--- src/sv/sit_pkg.sv ---
// Shared types and codes for the sorted insertion table.
// No dependencies; used by sit_cell and sorted_insertion_table.
package sit_pkg;

   localparam int KEY_W    = 63;
   localparam int TAG_W    = 16;
   localparam int STATUS_W = 2;

   // Command codes of a request word
   typedef enum logic [0:0] {
      CMD_INSERT = 1'b0,
      CMD_DRAIN  = 1'b1
   } cmd_type;

   // Status codes of a response word
   typedef enum logic [STATUS_W-1:0] {
      STATUS_ACCEPTED = 2'd0,
      STATUS_FULL     = 2'd1,
      STATUS_DRAINED  = 2'd2
   } status_type;

   typedef struct packed {
      logic [0:0]       cmd;
      logic [KEY_W-1:0] size_key;
      logic [TAG_W-1:0] tag;
   } req_type;

   typedef struct packed {
      logic [STATUS_W-1:0] status;
      logic [KEY_W-1:0]    out_key;
      logic [TAG_W-1:0]    out_tag;
      logic                out_valid;
      logic                last;
   } rsp_type;

   // One stored entry
   typedef struct packed {
      logic [KEY_W-1:0] key;
      logic [TAG_W-1:0] tag;
   } entry_type;

   // Per-cycle control broadcast to every cell
   typedef struct packed {
      logic insert;
      logic shift_down;
   } cell_ctrl_type;

endpackage

--- src/sv/sit_cell.sv ---
// One cell of the sorted chain: holds a single entry and its key compare.
// Depends on sit_pkg for entry and control types.
module sit_cell (
   input  logic                   clock,
   input  sit_pkg::cell_ctrl_type ctrl,
   input  sit_pkg::entry_type     new_entry,
   input  sit_pkg::entry_type     left_entry,
   input  logic                   left_gt,
   input  sit_pkg::entry_type     right_entry,
   input  logic                   occupied,
   input  logic                   tail,
   output sit_pkg::entry_type     entry,
   output logic                   gt
);

   sit_pkg::entry_type entry_ff;
   sit_pkg::entry_type entry_in;

   // Stored key strictly above the new key: this cell moves up on insert
   assign gt = occupied && (entry_ff.key > new_entry.key);

   // Select the next entry: pull from above on drain, push up on insert
   always_comb begin
      entry_in = entry_ff;
      if (ctrl.shift_down) begin
         entry_in = right_entry;
      end else if (ctrl.insert && (gt || tail)) begin
         entry_in = left_gt ? left_entry : new_entry;
      end
   end

   always_ff @(posedge clock) begin
      entry_ff <= entry_in;
   end

   assign entry = entry_ff;

endmodule

--- config.mk ---
export PLATFORM = sky130hd
export DESIGN_NAME = sit_cell
export DESIGN_NICKNAME = d
export VERILOG_FILES = /design/src/sv/sit_pkg.sv /design/src/sv/sit_cell.sv
export SDC_FILE = /design/constraint.sdc
export NUM_CORES = 1
export LEC_CHECK = 0
export CAP_MARGIN = 5
export CORE_AREA = 2 2 126 128
export CTS_BUF_LIST = sky130_fd_sc_hd__clkbuf_4 sky130_fd_sc_hd__clkbuf_8
export CTS_CLUSTER_SIZE = 40
export DETAILED_ROUTE_END_ITERATION = 10
export DIE_AREA = 0 0 128 130
export DONT_BUFFER_PORTS = 1
export GPL_ROUTABILITY_DRIVEN = 1
export HOLD_SLACK_MARGIN = 0.15
export PLACE_DENSITY = 0.5
export SYNTH_ARGS = -nofsm -noshare
export SYNTH_HDL_FRONTEND = slang
export SYNTH_SLANG_ARGS = --single-unit
--- constraint.sdc ---
create_clock -name clock -period 6.3 [get_ports clock]
set_input_delay 0.63 -clock clock [delete_from_list [all_inputs] [get_ports clock]]
set_output_delay 0.63 -clock clock [all_outputs]
set_load 0.02 [all_outputs]
==> results of run 1 <==
[power breakdown]
group	total, mW	internal (mW)	switching, mW
logic	0.230	0.102	0.127
registers	0.779	0.661	0.118
clock network	0.391	0.184	0.207
total	1.40	0.947	0.452
[logic make-up after synthesis]
kind of cell    count (synthesis)  share of synthesized area [%]
buf+inv                        89                           6.32
compound gates                131                           12.9
fa+ha+maj                      63                           14.1
simple gates                  129                           10.2
mux                            79                           14.1
flops                          79                           42.3
[synth_stat cells]
library cell	n	area, µm²
nor4_2	2	25.0
clkbuf_1	16	60.1
o31a_2	1	10.0
inv_1	63	236
o21ai_0	84	420
nand3b_1	1	7.51
nand2_1	90	338
nor4_1	2	12.5
o21ai_1	1	5.00
buf_4	3	22.5
o211ai_1	1	7.51
buf_2	7	35.0
o2bb2ai_1	1	8.76
nand4_1	12	75.1
a31oi_1	2	12.5
nor2_1	9	33.8
edfxtp_1	79	2370
and3_1	1	6.26
a21o_1	10	75.1
nand3_1	6	30.0
and4_1	1	8.76
a221oi_1	1	8.76
a21oi_1	24	120
o31a_1	2	17.5
o31ai_1	1	7.51
a211oi_1	2	15.0
ha_1	63	788
nor3_1	1	5.00
a221oi_2	1	15.0
mux2i_1	79	791
nand4_2	1	12.5
nor2b_1	3	18.8
[final timing paths]
check,from,to
max,entry[78],gt
min,right_entry[10],entry[10]
max reg2reg,entry[78],entry[25]
min reg2reg,entry[62],entry[78]
[layout make-up]
class | count | share of cell area, %
clock buffer | 9 | 2.08
clock inverter | 7 | 1.24
inverter | 63 | 3.97
multi-input combinational | 402 | 48.6
sequential | 79 | 39.9
tap | 192 | 4.04
timing repair buffer | 2 | 0.252
[critical path, delay by kind of cell, from the launching register on]
kind	cells	cell delay, ns
adders and majority gates	1	0.36
AOI/OAI and AO/OA	2	0.71
DFF	1	0.52
and+or+nand+nor	4	0.91
[metrics by stage]
step | utilization [%] | setup slack (ns) | instances | instance area (µm²)
2_1_floorplan | - | 1.64 | 570 | 5610
3_3_place_gp | 37.3 | 3.19 | 738 | 5750
3_5_place_dp | 37.3 | 3.10 | 738 | 5750
4_1_cts | 38.6 | 2.74 | 754 | 5950
5_1_grt | 38.6 | 2.56 | 754 | 5950
6_report | 38.6 | 2.78 | 754 | 5950
[routing by layer]
metal | vias up | global-route usage (%)
met5 | - | 0
met4 | 0 | 6.66
met3 | 20 | 6.03
met2 | 197 | 30.2
met1 | 1858 | 20.1
li1 | 2022 | -
==> flow_summary.toml, run 1 <==
[status]
status = "completed"

[synth]
syn_inst = 570
synth.distinct_cells = 32
ys_seq_elements = 79
yosysWarnings = 0
syn_area_um2 = 5600
synth_fp_nets = 876
synth_seq_area_share_pct = 42.3
syn_area_per_cell_um2 = 9.83

[final_layout]
multiInputGateArea_um2 = 2890
final_common_cell = "nand2_1"
area_growth_pct = 6.25
final_cell_mix = "nand2_1, o21ai_0, mux2i_1, edfxtp_1"
fillers = 1582
fin_nets = 863
drive_gt1_share_pct = 4.09
largest_register_ff_count = 79
regArea_um2 = 2370
diodes = 0

[floorplanning]
fp.dieW_um = 128
fp-row-count = 46
die_area_um2 = 16600
initial_utilization_pct = 36.3
die_y_um = 130
ios = 323
core_area_um2 = 15400

[grt]
grt_max_degree = 161
grt_pass1_vias = 4010
grt.total_usage_pct = 17.5
grt_first_pass_wirelength_mm = 21.9
antenna_found_initial = 0
grt_overflow = 0

[detailed_routing]
wl_met3_mm = 1.38
wl_met1_mm = 5.92
routed_via_density = 5.43
drtAntennaViolNets = 0
dr_total_vias = 4097
wl_per_cell_um = 20.0
top_layer = "met4"
first_pass_iters = 4
drt_iter0_drc = 180
drc = 0
totalWireLength_mm = 15.1
wl_met2_mm = 7.47

[place]
place_congestion = 0.790
hpwl_mm = 12.1
io_buffers = 0

[power_and_ir_drop]
power_leakage_nw = 2.70
power_mw = 1.40
peakVddDrop_uv = 126
power.density_nw_per_um2 = 235

[clocking]
cts_made_buffers = 9
path_clk_slew_ns = 0.09
clkLatencyLatePin_ns = 0.37
cts_hold_buf = 0
post_cts_resize_count = 0
ctsRootBufferMaster = "clkbuf_8"
clk_path_buf_depth = 2
clock-sinks = 79
cts_setup_buffers = 0
htree_levels = 3
tritoncts = "built"

[run]
cap_viol_max_count = 0

[setup_path]
crit_chain = "ha_1 > nand4_2 > nor4_2 > nand4_1 > a21oi_1 > nor4_2 > a21oi_1"
critical_path.startpoint_type = "register"
worstPathRequired_ns = 5.67
slowest_stage = "edfxtp_1"
cpPeakStageDelay_ns = 0.52
cp-end-kind = "output pin"
critPathKind = "register to output pin"
cp_max_fo = 3
critPathArrivalTime_ns = 2.89
r2r.worst_path.cells = 8
r2r_slack_ns = 3.21

[timing]
whs_ns = 0.453
finalHoldViolations = 0
relSlewSlack_pct = 60.2
rsz0062_at_grt = "no"
tightest_slew_ns = 0.597
setup_tns_ns = 0
fmax_ghz = 0.284
setup_viol = 0
final_max_slew_viol_count = 0
fin_crit_sh_pct = 55.8
post-route-min-period_ns = 3.52
clock_skew_ns = 0.0123

[min_path]
min_delay_path_depth = 2
hp-class = "input pin to register"
(Power assumes the default switching activity.)
==> run 2: changes to the inputs <==
Settings changed: ABC_AREA set to 1.
Clock period 6.3 ns to 3.44 ns, I/O delays scaled along.
==> flow_summary.toml, run 2 <==
[synth]
synth_compound_area_share_pct = 21.1
synth_area_leaders = "edfxtp_1, ha_1, nand2_1"
yosysWarnings = 0
yosysTopAreaCell = "edfxtp_1"
yosys.area_share.simple_pct = 16.6
synth_seq_area_share_pct = 40.1
synth_top_family_by_area = "compound AO/OA/AOI/OAI gates"
synthFlopType = "edfxtp_1"
synth_fp_nets = 1010
syn_area_um2 = 5910
synth_adder_area_share_pct = 13.3
synth_top_area_share_pct = 40.1
synth.distinct_cells = 25
synthArstFlopShare_pct = 0
syn_inst = 704
syn_area_per_cell_um2 = 8.40
synth.area.mux_share_pct = 0
synth.most_common_cell = "nand2_1"
ys_seq_elements = 79
synthTopCellsByCount = "nand2_1, inv_1, edfxtp_1"
synth_xor_area_share_pct = 0
synth_edf_count = 79

[timing]
final_max_slew_viol_count = 0
fmax_ghz = 0.364
post-route-min-period_ns = 2.75
whs_ns = 0.174
tightest_slew_ns = 1.19
setup_tns_ns = 0
rsz0062_at_grt = "no"
clock_skew_ns = 0.0173
setup_viol = 0
fin_crit_sh_pct = 79.9
relSlewSlack_pct = 20.4
finalHoldViolations = 0

[floorplanning]
initial_utilization_pct = 38.3
fp-row-count = 46
ios = 323
core_area_um2 = 15400
die_area_um2 = 16600
die_y_um = 130
fp.dieW_um = 128

[detailed_routing]
totalWireLength_mm = 17.0
wl_met2_mm = 8.20
top_layer = "met4"
drc = 0
dr_total_vias = 4985
routed_via_density = 5.36
drtAntennaViolNets = 0
first_pass_iters = 4
drt_iter0_drc = 213
wl_per_cell_um = 18.2
wl_met3_mm = 1.26
wl_met1_mm = 7.12

[final_layout]
final_common_cell = "nand2_1"
area_growth_pct = 14.9
diodes = 0
fin_cells = 930
largest_register_ff_count = 79
fin_nets = 1039
final_cell_mix = "nand2_1, inv_1, edfxtp_1"
drive_gt1_share_pct = 4.61
fillers = 1537

[clocking]
cts_setup_buffers = 0
path_clk_slew_ns = 0.10
cts_made_buffers = 9
post_cts_resize_count = 0
tritoncts = "built"
clock-sinks = 79
htree_levels = 3
clk_path_buf_depth = 2
ctsRootBufferMaster = "clkbuf_8"
clkLatencyLatePin_ns = 0.38

[place]
dp_cells = 865
place_congestion = 0.758
hpwl_mm = 12.8
io_buffers = 0

[grt]
grt_first_pass_wirelength_mm = 24.7
antenna_found_initial = 0
grt_pass1_vias = 4688
grt_max_degree = 141
grt_overflow = 0
grt.total_usage_pct = 19.2

[power_and_ir_drop]
power_leakage_nw = 2.94
power_mw = 2.87
power.density_nw_per_um2 = 423
peakVddDrop_uv = 230

[min_path]
hp-class = "input pin to register"

[run]
cap_viol_max_count = 0

[setup_path]
critPathKind = "register to output pin"
cp_max_fo = 2
r2r-end = "entry[13]"
critical_path.startpoint_type = "register"
endpoint = "gt"
r2r_slack_ns = 0.72
cp-end-kind = "output pin"
r2r_start = "entry[46]"
worstPathRequired_ns = 3.10
crit_start = "entry[22]"
critPathArrivalTime_ns = 2.40
r2r.worst_path.cells = 14

[status]
status = "completed"
-- run 2: how the worst min path moves through the flow --
stage,start,endpoint,slack [ns],cells after the start
global route,right_entry[42],entry[42],0.16,1
global placement,right_entry[75],entry[75],0.53,1
CTS,right_entry[76],entry[76],0.15,1
floorplan,right_entry[17],entry[17],0.53,1
finish,right_entry[76],entry[76],0.17,1
detailed placement,right_entry[33],entry[33],0.53,1
-- run 2: kinds of logic (layout without fill, tap and decap cells) --
logic type | after synthesis | after routing
buf+inv | 131 | 165
fa+ha+maj | 63 | 63
flops | 79 | 79
simple gates | 245 | 245
compound gates | 186 | 186
-- run 2: cell type report --
type | count | area (µm²) | share of cell area [%]
repair buffers | 52 | 526 | 7.74
flip-flops and latches | 79 | 2370 | 34.9
multi-input cells | 494 | 3020 | 44.5
clock inverters | 6 | 133 | 1.95
inverters | 97 | 367 | 5.40
well taps | 192 | 240 | 3.54
clock buffers | 10 | 131 | 1.93
-- run 2: timing repair --
item | CTS | global route
endpoints found under the setup margin | 0 | 0
endpoints found under the hold margin | 49 | 0
hold buffers | 49 | 0
-- run 2: per-stage QoR --
stage	utilization, %	cell area (µm²)	worst slack (ns)
3_3_place_gp	39.1	6040	0.715
3_5_place_dp	39.1	6040	0.693
4_1_cts	44.0	6790	0.657
6_report	44.0	6790	0.692
5_1_grt	44.0	6790	0.457
2_1_floorplan	-	5920	0.445
-- run 2: worst max-delay path: stages, from the launching register on --
cell and delay [ns]:
edfxtp_1 0.52, ha_1 0.35, nand2_1 0.10, inv_2 0.06, nand3_1 0.10, nor3_1 0.35, nand4_1 0.13, o21a_1 0.21
nand2_1 0.09, inv_1 0.13
-- run 2: routing by layer --
layer | up-vias | global-route usage [%]
met5 | - | 0
met4 | 0 | 7.95
met3 | 23 | 4.59
met2 | 235 | 31.9
met1 | 2259 | 24.3
li1 | 2468 | -
-- run 2: report_power, final --
group	total [mW]	internal [mW]	switching, mW
combinational	0.561	0.240	0.321
sequential	1.37	1.18	0.182
clock	0.943	0.563	0.380
total	2.87	1.99	0.883
